`src/design/ces_pkg.sv`:
```
// package for the correspondence error statistics block
// item and result structs, constants, datapath command codes, control structs
// no dependencies
package ces_pkg;

    localparam int FRAC_BITS = 16;
    localparam int MAX_PAIRS = 65536;
    localparam int CNT_W     = 17;
    localparam int CFG_IDX_W = 3;
    localparam int DW        = 51;   // difference vector component width
    localparam int ACC_W     = 65;   // row sum of three products
    localparam int PROD_W    = 66;   // shared multiplier product

    // register indexes
    localparam logic [CFG_IDX_W-1:0] REG_ROW0_AB = 3'd0;
    localparam logic [CFG_IDX_W-1:0] REG_ROW0_CT = 3'd1;
    localparam logic [CFG_IDX_W-1:0] REG_ROW1_AB = 3'd2;
    localparam logic [CFG_IDX_W-1:0] REG_ROW1_CT = 3'd3;
    localparam logic [CFG_IDX_W-1:0] REG_ROW2_AB = 3'd4;
    localparam logic [CFG_IDX_W-1:0] REG_ROW2_CT = 3'd5;

    localparam logic [63:0] ONE_HI = 64'(1) << (32 + FRAC_BITS);
    localparam logic [63:0] ONE_LO = 64'(1) << FRAC_BITS;

    typedef struct packed {
        logic signed [31:0] src_x;
        logic signed [31:0] src_y;
        logic signed [31:0] src_z;
        logic signed [31:0] dst_x;
        logic signed [31:0] dst_y;
        logic signed [31:0] dst_z;
        logic               last_pair;
    } t_in_item;

    typedef struct packed {
        logic [31:0]      pair_error;
        logic             stats_valid;
        logic [CNT_W-1:0] pair_count;
        logic [31:0]      min_error;
        logic [31:0]      max_error;
        logic [31:0]      mean_error;
        logic [31:0]      rms_error;
        logic [31:0]      std_dev;
    } t_out_item;

    // datapath operations
    localparam logic [4:0] OP_NONE       = 5'd0;
    localparam logic [4:0] OP_LOAD       = 5'd1;
    localparam logic [4:0] OP_MUL_XF     = 5'd2;
    localparam logic [4:0] OP_ACC_XF     = 5'd3;
    localparam logic [4:0] OP_MUL_SQ     = 5'd4;
    localparam logic [4:0] OP_ACC_SQ     = 5'd5;
    localparam logic [4:0] OP_SQRT_ERR   = 5'd6;
    localparam logic [4:0] OP_ERR        = 5'd7;
    localparam logic [4:0] OP_MUL_ERR    = 5'd8;
    localparam logic [4:0] OP_UPDATE     = 5'd9;
    localparam logic [4:0] OP_EMIT_PAIR  = 5'd10;
    localparam logic [4:0] OP_DIV_MEAN   = 5'd11;
    localparam logic [4:0] OP_MEAN       = 5'd12;
    localparam logic [4:0] OP_MUL_M2     = 5'd13;
    localparam logic [4:0] OP_M2         = 5'd14;
    localparam logic [4:0] OP_MUL_NLO    = 5'd15;
    localparam logic [4:0] OP_NLO        = 5'd16;
    localparam logic [4:0] OP_MUL_NHI    = 5'd17;
    localparam logic [4:0] OP_NHI        = 5'd18;
    localparam logic [4:0] OP_DIV_RMS    = 5'd19;
    localparam logic [4:0] OP_SQRT_RMS   = 5'd20;
    localparam logic [4:0] OP_RMS        = 5'd21;
    localparam logic [4:0] OP_DIV_DEV    = 5'd22;
    localparam logic [4:0] OP_SQRT_DEV   = 5'd23;
    localparam logic [4:0] OP_DEV        = 5'd24;
    localparam logic [4:0] OP_DEV_ZERO   = 5'd25;
    localparam logic [4:0] OP_EMIT_STATS = 5'd26;

    typedef struct packed {
        logic [4:0] op;
        logic [1:0] row;
        logic [1:0] col;
    } t_cmd;

    typedef struct packed {
        logic sqrt_done;
        logic div_done;
        logic closing;
        logic dev_ok;
        logic out_free;
    } t_status;

endpackage

```
`src/design/ces_ctrl.sv`:
```
// controller state machine sequencing the datapath one item at a time
// uses ces_pkg command and status structs
module ces_ctrl (
    input  logic             i_clk,
    input  logic             i_rst_n,
    input  logic             i_in_valid,
    output logic             o_in_ready,
    input  ces_pkg::t_status i_status,
    output ces_pkg::t_cmd    o_cmd
);

    localparam logic [4:0] S_IDLE   = 5'd0;
    localparam logic [4:0] S_XMUL   = 5'd1;
    localparam logic [4:0] S_XACC   = 5'd2;
    localparam logic [4:0] S_SMUL   = 5'd3;
    localparam logic [4:0] S_SACC   = 5'd4;
    localparam logic [4:0] S_ROOT   = 5'd5;
    localparam logic [4:0] S_RWAIT  = 5'd6;
    localparam logic [4:0] S_EMUL   = 5'd7;
    localparam logic [4:0] S_UPD    = 5'd8;
    localparam logic [4:0] S_EMITP  = 5'd9;
    localparam logic [4:0] S_DMEAN  = 5'd10;
    localparam logic [4:0] S_DMWAIT = 5'd11;
    localparam logic [4:0] S_M2MUL  = 5'd12;
    localparam logic [4:0] S_M2     = 5'd13;
    localparam logic [4:0] S_NLMUL  = 5'd14;
    localparam logic [4:0] S_NL     = 5'd15;
    localparam logic [4:0] S_NHMUL  = 5'd16;
    localparam logic [4:0] S_NH     = 5'd17;
    localparam logic [4:0] S_DRMS   = 5'd18;
    localparam logic [4:0] S_DRWAIT = 5'd19;
    localparam logic [4:0] S_SRWAIT = 5'd20;
    localparam logic [4:0] S_DDEV   = 5'd21;
    localparam logic [4:0] S_DDWAIT = 5'd22;
    localparam logic [4:0] S_SDWAIT = 5'd23;
    localparam logic [4:0] S_EMITS  = 5'd24;

    logic [4:0] r_state, n_state;
    logic [1:0] r_row, n_row;
    logic [1:0] r_col, n_col;

    always_comb begin
        n_state    = r_state;
        n_row      = r_row;
        n_col      = r_col;
        o_cmd.op   = ces_pkg::OP_NONE;
        o_cmd.row  = r_row;
        o_cmd.col  = r_col;
        o_in_ready = 1'b0;
        unique case (r_state)
            S_IDLE: begin
                o_in_ready = 1'b1;
                if (i_in_valid) begin
                    o_cmd.op = ces_pkg::OP_LOAD;
                    n_row    = 2'd0;
                    n_col    = 2'd0;
                    n_state  = S_XMUL;
                end
            end
            S_XMUL: begin
                o_cmd.op = ces_pkg::OP_MUL_XF;
                n_state  = S_XACC;
            end
            S_XACC: begin
                o_cmd.op = ces_pkg::OP_ACC_XF;
                n_state  = S_XMUL;
                if (r_col == 2'd2) begin
                    n_col = 2'd0;
                    if (r_row == 2'd2) begin
                        n_state = S_SMUL;
                    end else begin
                        n_row = r_row + 2'd1;
                    end
                end else begin
                    n_col = r_col + 2'd1;
                end
            end
            S_SMUL: begin
                o_cmd.op = ces_pkg::OP_MUL_SQ;
                n_state  = S_SACC;
            end
            S_SACC: begin
                o_cmd.op = ces_pkg::OP_ACC_SQ;
                if (r_col == 2'd2) begin
                    n_state = S_ROOT;
                end else begin
                    n_col   = r_col + 2'd1;
                    n_state = S_SMUL;
                end
            end
            S_ROOT: begin
                o_cmd.op = ces_pkg::OP_SQRT_ERR;
                n_state  = S_RWAIT;
            end
            S_RWAIT: begin
                if (i_status.sqrt_done) begin
                    o_cmd.op = ces_pkg::OP_ERR;
                    n_state  = S_EMUL;
                end
            end
            S_EMUL: begin
                o_cmd.op = ces_pkg::OP_MUL_ERR;
                n_state  = S_UPD;
            end
            S_UPD: begin
                o_cmd.op = ces_pkg::OP_UPDATE;
                n_state  = i_status.closing ? S_DMEAN : S_EMITP;
            end
            S_EMITP: begin
                if (i_status.out_free) begin
                    o_cmd.op = ces_pkg::OP_EMIT_PAIR;
                    n_state  = S_IDLE;
                end
            end
            S_DMEAN: begin
                o_cmd.op = ces_pkg::OP_DIV_MEAN;
                n_state  = S_DMWAIT;
            end
            S_DMWAIT: begin
                if (i_status.div_done) begin
                    o_cmd.op = ces_pkg::OP_MEAN;
                    n_state  = S_M2MUL;
                end
            end
            S_M2MUL: begin
                o_cmd.op = ces_pkg::OP_MUL_M2;
                n_state  = S_M2;
            end
            S_M2: begin
                o_cmd.op = ces_pkg::OP_M2;
                n_state  = S_NLMUL;
            end
            S_NLMUL: begin
                o_cmd.op = ces_pkg::OP_MUL_NLO;
                n_state  = S_NL;
            end
            S_NL: begin
                o_cmd.op = ces_pkg::OP_NLO;
                n_state  = S_NHMUL;
            end
            S_NHMUL: begin
                o_cmd.op = ces_pkg::OP_MUL_NHI;
                n_state  = S_NH;
            end
            S_NH: begin
                o_cmd.op = ces_pkg::OP_NHI;
                n_state  = S_DRMS;
            end
            S_DRMS: begin
                o_cmd.op = ces_pkg::OP_DIV_RMS;
                n_state  = S_DRWAIT;
            end
            S_DRWAIT: begin
                if (i_status.div_done) begin
                    o_cmd.op = ces_pkg::OP_SQRT_RMS;
                    n_state  = S_SRWAIT;
                end
            end
            S_SRWAIT: begin
                if (i_status.sqrt_done) begin
                    o_cmd.op = ces_pkg::OP_RMS;
                    n_state  = S_DDEV;
                end
            end
            S_DDEV: begin
                if (i_status.dev_ok) begin
                    o_cmd.op = ces_pkg::OP_DIV_DEV;
                    n_state  = S_DDWAIT;
                end else begin
                    o_cmd.op = ces_pkg::OP_DEV_ZERO;
                    n_state  = S_EMITS;
                end
            end
            S_DDWAIT: begin
                if (i_status.div_done) begin
                    o_cmd.op = ces_pkg::OP_SQRT_DEV;
                    n_state  = S_SDWAIT;
                end
            end
            S_SDWAIT: begin
                if (i_status.sqrt_done) begin
                    o_cmd.op = ces_pkg::OP_DEV;
                    n_state  = S_EMITS;
                end
            end
            S_EMITS: begin
                if (i_status.out_free) begin
                    o_cmd.op = ces_pkg::OP_EMIT_STATS;
                    n_state  = S_IDLE;
                end
            end
            default: n_state = S_IDLE;
        endcase
    end

    always_ff @(posedge i_clk) begin
        if (!i_rst_n) begin
            r_state <= S_IDLE;
            r_row   <= '0;
            r_col   <= '0;
        end else begin
            r_state <= n_state;
            r_row   <= n_row;
            r_col   <= n_col;
        end
    end

endmodule

```
`config.mk`:
```
export PLATFORM = sky130hd
export DESIGN_NAME = ces_ctrl
export DESIGN_NICKNAME = d
export VERILOG_FILES = /design/src/design/ces_pkg.sv /design/src/design/ces_ctrl.sv
export SDC_FILE = /design/constraint.sdc
export NUM_CORES = 1
export LEC_CHECK = 0
export ABC_CLOCK_PERIOD_IN_PS = 3150
export BUFFER_PORTS_ARGS = -buffer_cell sky130_fd_sc_hd__buf_2
export CORE_UTILIZATION = 42
export CTS_BUF_LIST = sky130_fd_sc_hd__clkbuf_2 sky130_fd_sc_hd__clkbuf_4 sky130_fd_sc_hd__clkbuf_8
export DETAILED_ROUTE_END_ITERATION = 6
export MAX_ROUTING_LAYER = met4
export PLACE_DENSITY = 0.61
export REMOVE_ABC_BUFFERS = 1
export SETUP_SLACK_MARGIN = 0.5
export SKIP_CTS_REPAIR_TIMING = 1
export SLEW_MARGIN = 30
export SYNTH_ARGS = -nofsm -noshare
export SYNTH_HDL_FRONTEND = slang
export SYNTH_SLANG_ARGS = --single-unit
```
`constraint.sdc`:
```
create_clock -name i_clk -period 3.15 [get_ports i_clk]
set_input_delay 0 -clock i_clk [delete_from_list [all_inputs] [get_ports i_clk]]
set_output_delay 0 -clock i_clk [all_outputs]
set_load 0.05 [all_outputs]
```
==> results of run 1 <==
==> stage by stage <==
step           utilization [%]  area [um^2]  setup slack [ps]  hold slack (ps)  std cells
6_report                  48.9         1230               801             53.7        198
5_1_grt                   48.9         1230               665             57.5        198
4_1_cts                   48.9         1230               813             48.6        198
3_5_place_dp              47.7         1200              1050              316        194
3_3_place_gp              47.7         1200              1100              312        194
2_1_floorplan                -         1060               787              148        144
==> registers in the layout, summed over array words and instances, names as in the netlist <==
signal	count
r_col	2
r_row	2
r_state	5
==> routing by layer <==
layer / global-route usage, % / vias to the layer above / wire length [um]
met4: 5.13 / 0 / 12
met2: 38.6 / 37 / 1500
met3: 1.69 / 2 / 177
li1: - / 607 / -
met5: - / - / 0
met1: 32.5 / 577 / 1480
==> cells in the mapped netlist, types with 2 or more instances <==
master     n
o32ai_1    2
a221o_1    2
buf_2      6
buf_1      3
nor4_1     2
nor2_1    13
a32oi_1    2
a221oi_1   2
nand3b_1   5
or4_4      2
mux2i_1    5
nor2b_1    4
nand3_1    4
clkbuf_1   3
nand2_1   13
o21ai_0    9
nand2b_1   8
a211oi_1   3
buf_6      3
inv_1      7
o22ai_1    3
o211ai_1   2
a21oi_1   17
a311oi_1   3
dfxtp_1    9
ha_1       4
and3_1     2
a211o_1    2
a31oi_1    2
==> cells by family after synthesis <==
logic type / Yosys count
compound gates: 54
xor+xnor: 1
fa+ha+maj: 4
buf+inv: 22
flops: 9
mux: 5
simple gates: 64
==> area by class of cell <==
cell class / count / area [um^2] / area share (%)
Inverter: 7 / 26.3 / 2.13
Sequential cell: 9 / 180 / 14.6
Tap cell: 30 / 37.5 / 3.05
Clock buffer: 4 / 30.0 / 2.44
Multi-Input combinational cell: 128 / 851 / 69.0
Timing Repair Buffer: 20 / 108 / 8.73
==> final timing paths <==
kind,start,endpoint,slack (ps)
worst min register to register,r_row[0],r_row[0],490
worst max register to register,r_state[0],r_state[2],1020
worst min-delay path,i_rst_n,r_state[3],50
worst max-delay path,r_state[0],o_cmd[6],800
==> report_power, final <==
group / total (uW) / internal (uW) / switching, uW
Combinational: 504 / 175 / 329
Sequential: 185 / 133 / 51.7
Clock: 97.1 / 57.3 / 39.8
Total: 786 / 366 / 420
==> layout by cell type (no fill, tap or decap), types with 3 or more instances in the layout <==
cell      synthesis  routed
o21ai_0           9       9
nand2b_1          8       8
ha_1              4       4
nand3_1           4       4
nand3b_1          5       5
o22ai_1           3       3
dfxtp_1           9       9
a311oi_1          3       3
buf_2             6      17
buf_4             0       3
a211oi_1          3       3
nor2b_1           4       4
mux2i_1           5       5
a21oi_1          17      17
inv_1             7       7
nand2_1          13      13
nor2_1           13      13
clkbuf_4          0       4
==> tightest hold or removal path, stage by stage <==
cell,delay [ps]
buf_2,140
nand2_1,70
mux2i_1,50
==> results.tsv, run 1 <==
stage	metric	value	unit
critical_path	most used cell, CP	a21oi_1	
detailed_routing	via count	1223	
global_routing	total track usage	24.0	%
cts	htree depth	1	
critical_path	Worst Setup Start Kind	register	
timing	worst slew pin tran	878	ps
synthesis	Synth area leader	dfxtp_1	
final_layout	ant diodes	0	
synthesis	Async S/R FF share, synth	0	%
critical_path	slowest cell on the critical path	dfxtp_1	
detailed_routing	# DRC	0	
synthesis	Compound-Gate Fraction of Synth Area	32.2	%
floorplanning	I/O pins	18	
critical_path	Data arrival, critical path	2350	ps
synthesis	Synth Area in XOR/XNOR	0.766	%
floorplanning	# rows	18	
job	MaxCap Viol Count	0	
critical_path	CP Depth	6	
final_layout	nets@finish	181	
pwr	PD cells	638	nW/um^2
synthesis	number of synthesized flops with an enable pin	0	
synthesis	synthesized area	1140	um^2
critical_path	Critical Path Max Stage Delay	820	ps
timing	setup_tns	0	ps
cts	worst skew pair latency	260	ps
final_layout	Filler cells	265	
timing	max-slew violation count	0	
placed_design	Port Buffer Count	17	
timing	Hold Fails Final Rpt	0	
cts	CTS Root Buffer Type	clkbuf_4	
placed_design	global placement routability congestion	0.885	
synthesis	Main synth FF type	dfxtp_1	
placed_design	hpwl dp	2220	um
detailed_routing	Via density	6.18	
critical_path	cell family with most CP delay	flip-flops	
hold_path	hold path cells	3	
synthesis	Synth Register Bits	9	
timing	Max Clk Rate	426	MHz
detailed_routing	DRT Wirelength	3170	um
floorplanning	core area	2520	um^2
critical_path	Worst Path Buf+Inv	1	
synthesis	Post-Syn Area per Cell	7.19	um^2
floorplanning	Die ar.	2940	um^2
timing	# setup viols final	0	
detailed_routing	Post-DRT Antenna Nets	0	
detailed_routing	Starting DRT DRC Count	49	
critical_path	crit-path max FO	24	
floorplanning	die width	54.2	um
pwr	Leakage	0.000471	uW
synthesis	Seq/Total Area, Yosys	15.8	%
pwr	Peak VDD IR	0.405	mV
timing	skew final	6.11	ps
synthesis	mux share of post-synthesis cell area	4.38	%
synthesis	share of the synthesized area in the top cell type	15.8	%
pwr	Final Power	786	uW
global_routing	number of global-route vias before repair	1063	
cts	Num Clock Sinks	9	
synthesis	YS warnings	0	
synthesis	Syn Inst Count	159	
detailed_routing	Pre-Repair DR Iteration Count	4	
timing	crit path time final	2350	ps
cts	CTS max path bufs	2	
global_routing	first-pass GRT wire length	5020	um
critical_path	critical path type	reg -> out	
critical_path	R2R cell count	5	
hold_path	hold crit path type	in -> reg	
final_layout	Area Growth Syn to Fin	7.77	%
floorplanning	die height	54.2	um
critical_path	Worst EP required	3150	ps
detailed_routing	post-DR wirelength/cell	16.0	um
run_status	outcome	completed	
global_routing	initial antenna violation count	0	
timing	RSZ-0062 raised after global routing	false	
global_routing	largest net degree at the start of global routing	28	
synthesis	Netlist cell types	46	
global_routing	total congestion overflow	0	
critical_path	crit-path cells	nor2b_4 -> a21oi_1 -> or2_2 -> a21oi_1 -> a211o_1 -> buf_2	
synthesis	top cells by area, synth	dfxtp_1 (16%), a21oi_1 (7.4%), ha_1 (4.4%), mux2i_1 (4.4%), nand2b_1 (4.4%)	
critical_path	Worst setup EP type	output port	
cts	clock-pin slew on the worst setup and hold paths	60	ps
synthesis	Synth Area in Simple Gates	32.7	%
synthesis	largest family of logic cells by synthesized area	simple AND/OR/NAND/NOR gates	
cts	CTS tree	done	
timing	final period utilization	74.6	%
cts	Num CTS Buffers	3	
final_layout	share of post-route cells with drive strength above 1	19.0	%
floorplanning	Initial Util	45.3	%
timing	slew margin rel.	41.4	%
synthesis	Adder-Cell Fraction of Synth Area	4.38	%
(Power assumes the default switching activity.)
==> run 2, diff against run 1 <==
Settings changed: ABC_CLOCK_PERIOD_IN_PS 3150 to 2000, PLACE_DENSITY 0.61 to 0.63.
Clock period 3.15 ns to 2 ns, I/O delays scaled along.
==> run 2 against run 1 <==
Compared with the run above: critical path depth unchanged; register-to-register slack got worse by 710 ps; clock-buffer cell count unchanged; global-route usage increased by 2.6 points; total power increased by 98%; non-clock buffer count increased by 22; routed wire length increased by 16%; flip-flop and latch count unchanged; worst hold slack got worse by 14 ps; critical endpoint is now o_cmd[4]; largest cell class unchanged.
==> results.tsv, run 2 (same netlist as run 1, synthesis figures left out) <==
stage	metric	value	unit	change
critical_path	flop-to-flop setup slack	310	ps	was 1020 ps
critical_path	Worst Path Buf+Inv	2		was 1
pwr	Peak VDD IR	0.684	mV	was 0.405 mV
critical_path	Worst EP required	2000	ps	was 3150 ps
floorplanning	Die ar.	2940	um^2	unchanged
cts	CTS Root Buffer Type	clkbuf_4		unchanged
final_layout	area of the multi-input gates	957	um^2	was 851 um^2
pwr	sw power	771	uW	was 420 uW
critical_path	R2R cell count	6		was 5
pwr	combinational power share	71.9	%	was 64.1%
global_routing	largest net degree at the start of global routing	17		was 28
timing	# setup viols final	0		unchanged
critical_path	crit-path cells	clkinvlp_4 -> nand2_1 -> or4_1 -> a21oi_2 -> a221o_1 -> buf_6		was nor2b_4 -> a21oi_1 -> or2_2 -> a21oi_1 -> a211o_1 -> buf_2
detailed_routing	Via density	6.35		was 6.18
placed_design	global placement routability congestion	0.887		was 0.885
critical_path	Worst Setup Start Kind	register		unchanged
final_layout	FF/Latch Area	199	um^2	was 180 um^2
timing	Max Clk Rate	574	MHz	
global_routing	initial antenna violation count	0		unchanged
detailed_routing	post-DR wirelength/cell	16.7	um	was 16.0 um
timing	slew margin rel.	79.1	%	was 41.4%
timing	Hold Fails Final Rpt	0		unchanged
final_layout	nets@finish	203		was 181
pwr	Int Power	783	uW	was 366 uW
final_layout	most common cell after layout, fill and taps aside	buf_4		
detailed_routing	DRT Wirelength	3680	um	was 3170 um
critical_path	timing startpoint of the critical path	r_state[1]		was r_state[0]
timing	crit path time final	1740	ps	
hold_path	Worst Hold Launch	i_rst_n		unchanged
floorplanning	core area	2520	um^2	unchanged
critical_path	Critical Path Max Stage Delay	430	ps	was 820 ps
cts	worst skew pair latency	260	ps	about the same
timing	RSZ-0062 raised after global routing	true		was false
cts	CTS max path bufs	2		unchanged
critical_path	crit-path max FO	11		was 24
final_layout	ant diodes	0		unchanged
critical_path	Data arrival, critical path	1740	ps	was 2350 ps
critical_path	Worst setup EP type	output port		unchanged
hold_path	Hold Path Sink	r_state[0]		was r_state[3]
timing	worst slew pin tran	313	ps	was 878 ps
critical_path	slowest cell on the critical path	or4_1		was dfxtp_1
placed_design	placed cell area	1270	um^2	was 1200 um^2
floorplanning	die width	54.2	um	unchanged
floorplanning	# rows	18		unchanged
placed_design	placed cells	203		was 194
global_routing	total track usage	26.6	%	was 24.0%
timing	skew final	5.75	ps	was 6.11 ps
cts	Num Clock Sinks	9		unchanged
final_layout	share of post-route cells with drive strength above 1	38.9	%	was 19.0%
timing	final period utilization	87.1	%	
run_status	outcome	completed		unchanged
final_layout	most frequent cells in the layout	buf_4 (23), nand2_1 (13), a21oi_1 (13), nor2_1 (12), buf_2 (12)		was a21oi_1 (17), buf_2 (17), nor2_1 (13), nand2_1 (13)
detailed_routing	via count	1397		was 1223
hold_path	hold path cells	3		unchanged
pwr	clock group share of total power	9.9	%	was 12.4%
placed_design	Port Buffer Count	17		unchanged
cts	htree depth	1		unchanged
final_layout	Final Cell Area	1560	um^2	was 1230 um^2
hold_path	hold crit path type	in -> reg		unchanged
final_layout	Area Growth Syn to Fin	36.3	%	was 7.77%
critical_path	cell family with most CP delay	simple AND/OR/NAND/NOR gates		was flip-flops
pwr	Reg power frac	18.2	%	was 23.5%
final_layout	Cell Count, Final, Fillers Out	220		was 198
global_routing	number of global-route vias before repair	1169		was 1063
global_routing	first-pass GRT wire length	5560	um	was 5020 um
cts	CTS tree	done		unchanged
final_layout	Core Util, Final	61.8	%	was 48.9%
floorplanning	Initial Util	45.3	%	unchanged
job	MaxCap Viol Count	0		unchanged
final_layout	number of flip-flops in the largest register	5		unchanged
timing	final hold slack	40.2	ps	was 53.7 ps
critical_path	RR Startpoint	r_state[0]		unchanged
final_layout	Filler cells	233		was 265
detailed_routing	Pre-Repair DR Iteration Count	4		unchanged
detailed_routing	# DRC	0		unchanged
pwr	Leakage	0.000622	uW	was 0.000471 uW
cts	clock-pin slew on the worst setup and hold paths	70	ps	was 60 ps
final_layout	most flop-heavy register	r_state		unchanged
detailed_routing	Starting DRT DRC Count	75		was 49
floorplanning	I/O pins	18		unchanged
global_routing	total congestion overflow	0		unchanged
timing	max-slew violation count	0		unchanged
critical_path	critical path type	reg -> out		unchanged
critical_path	worst r2r dst	r_state[2]		unchanged
floorplanning	die height	54.2	um	unchanged
cts	Num CTS Buffers	3		unchanged
placed_design	hpwl dp	2430	um	was 2220 um
detailed_routing	Post-DRT Antenna Nets	0		unchanged
pwr	Sw Ratio	49.6	%	was 53.5%
pwr	PD cells	997	nW/um^2	was 638 nW/um^2
final_layout	Top Registers	r_state (5), r_col (2), r_row (2)		unchanged
[run 2: how the worst max path moves through the flow]
stage | end | slack [ps] | cells after the start
2_1_floorplan | o_cmd[4] | -360 | 3
3_3_place_gp | r_state[2] | 180 | 5
3_5_place_dp | r_state[2] | 160 | 5
4_1_cts | o_cmd[5] | -90 | 6
5_1_grt | o_cmd[4] | 170 | 6
6_report | o_cmd[4] | 260 | 6
[run 2: worst reg2reg max path, delay by kind of cell (launching register included)]
family | cells | cell delay (ps)
buf+inv | 1 | 160
compound gates | 1 | 230
flops | 1 | 370
simple gates | 4 | 830
[run 2: cell type report]
class,count,share of cell area [%]
repair buffers,42,19.6
clock buffers,4,1.93
flip-flops and latches,9,12.8
multi-input cells,128,61.4
inverters,7,1.93
well taps,30,2.41
[run 2: layer usage]
metal	global-route usage (%)	wire, um
met1	34.6	1530
met2	41.3	1830
met3	3.39	274
met4	10.3	47
met5	-	0
[run 2: per-stage QoR]
step	TNS, ps	setup slack, ps	total power (uW)
floorplan	-406	-363	896
global placement	0	177	1120
detailed placement	0	160	1130
CTS	-323	-86.4	1280
global route	0	174	1640
finish	0	258	1550
[run 2: power by group through the flow]
stage | Sequential [uW] | Clock [uW] | Combinational, uW
global placement | 275 | 0 | 842
floorplan | 346 | 0 | 550
finish | 283 | 154 | 1120
detailed placement | 278 | 0 | 849
CTS | 274 | 155 | 853
global route | 286 | 163 | 1190
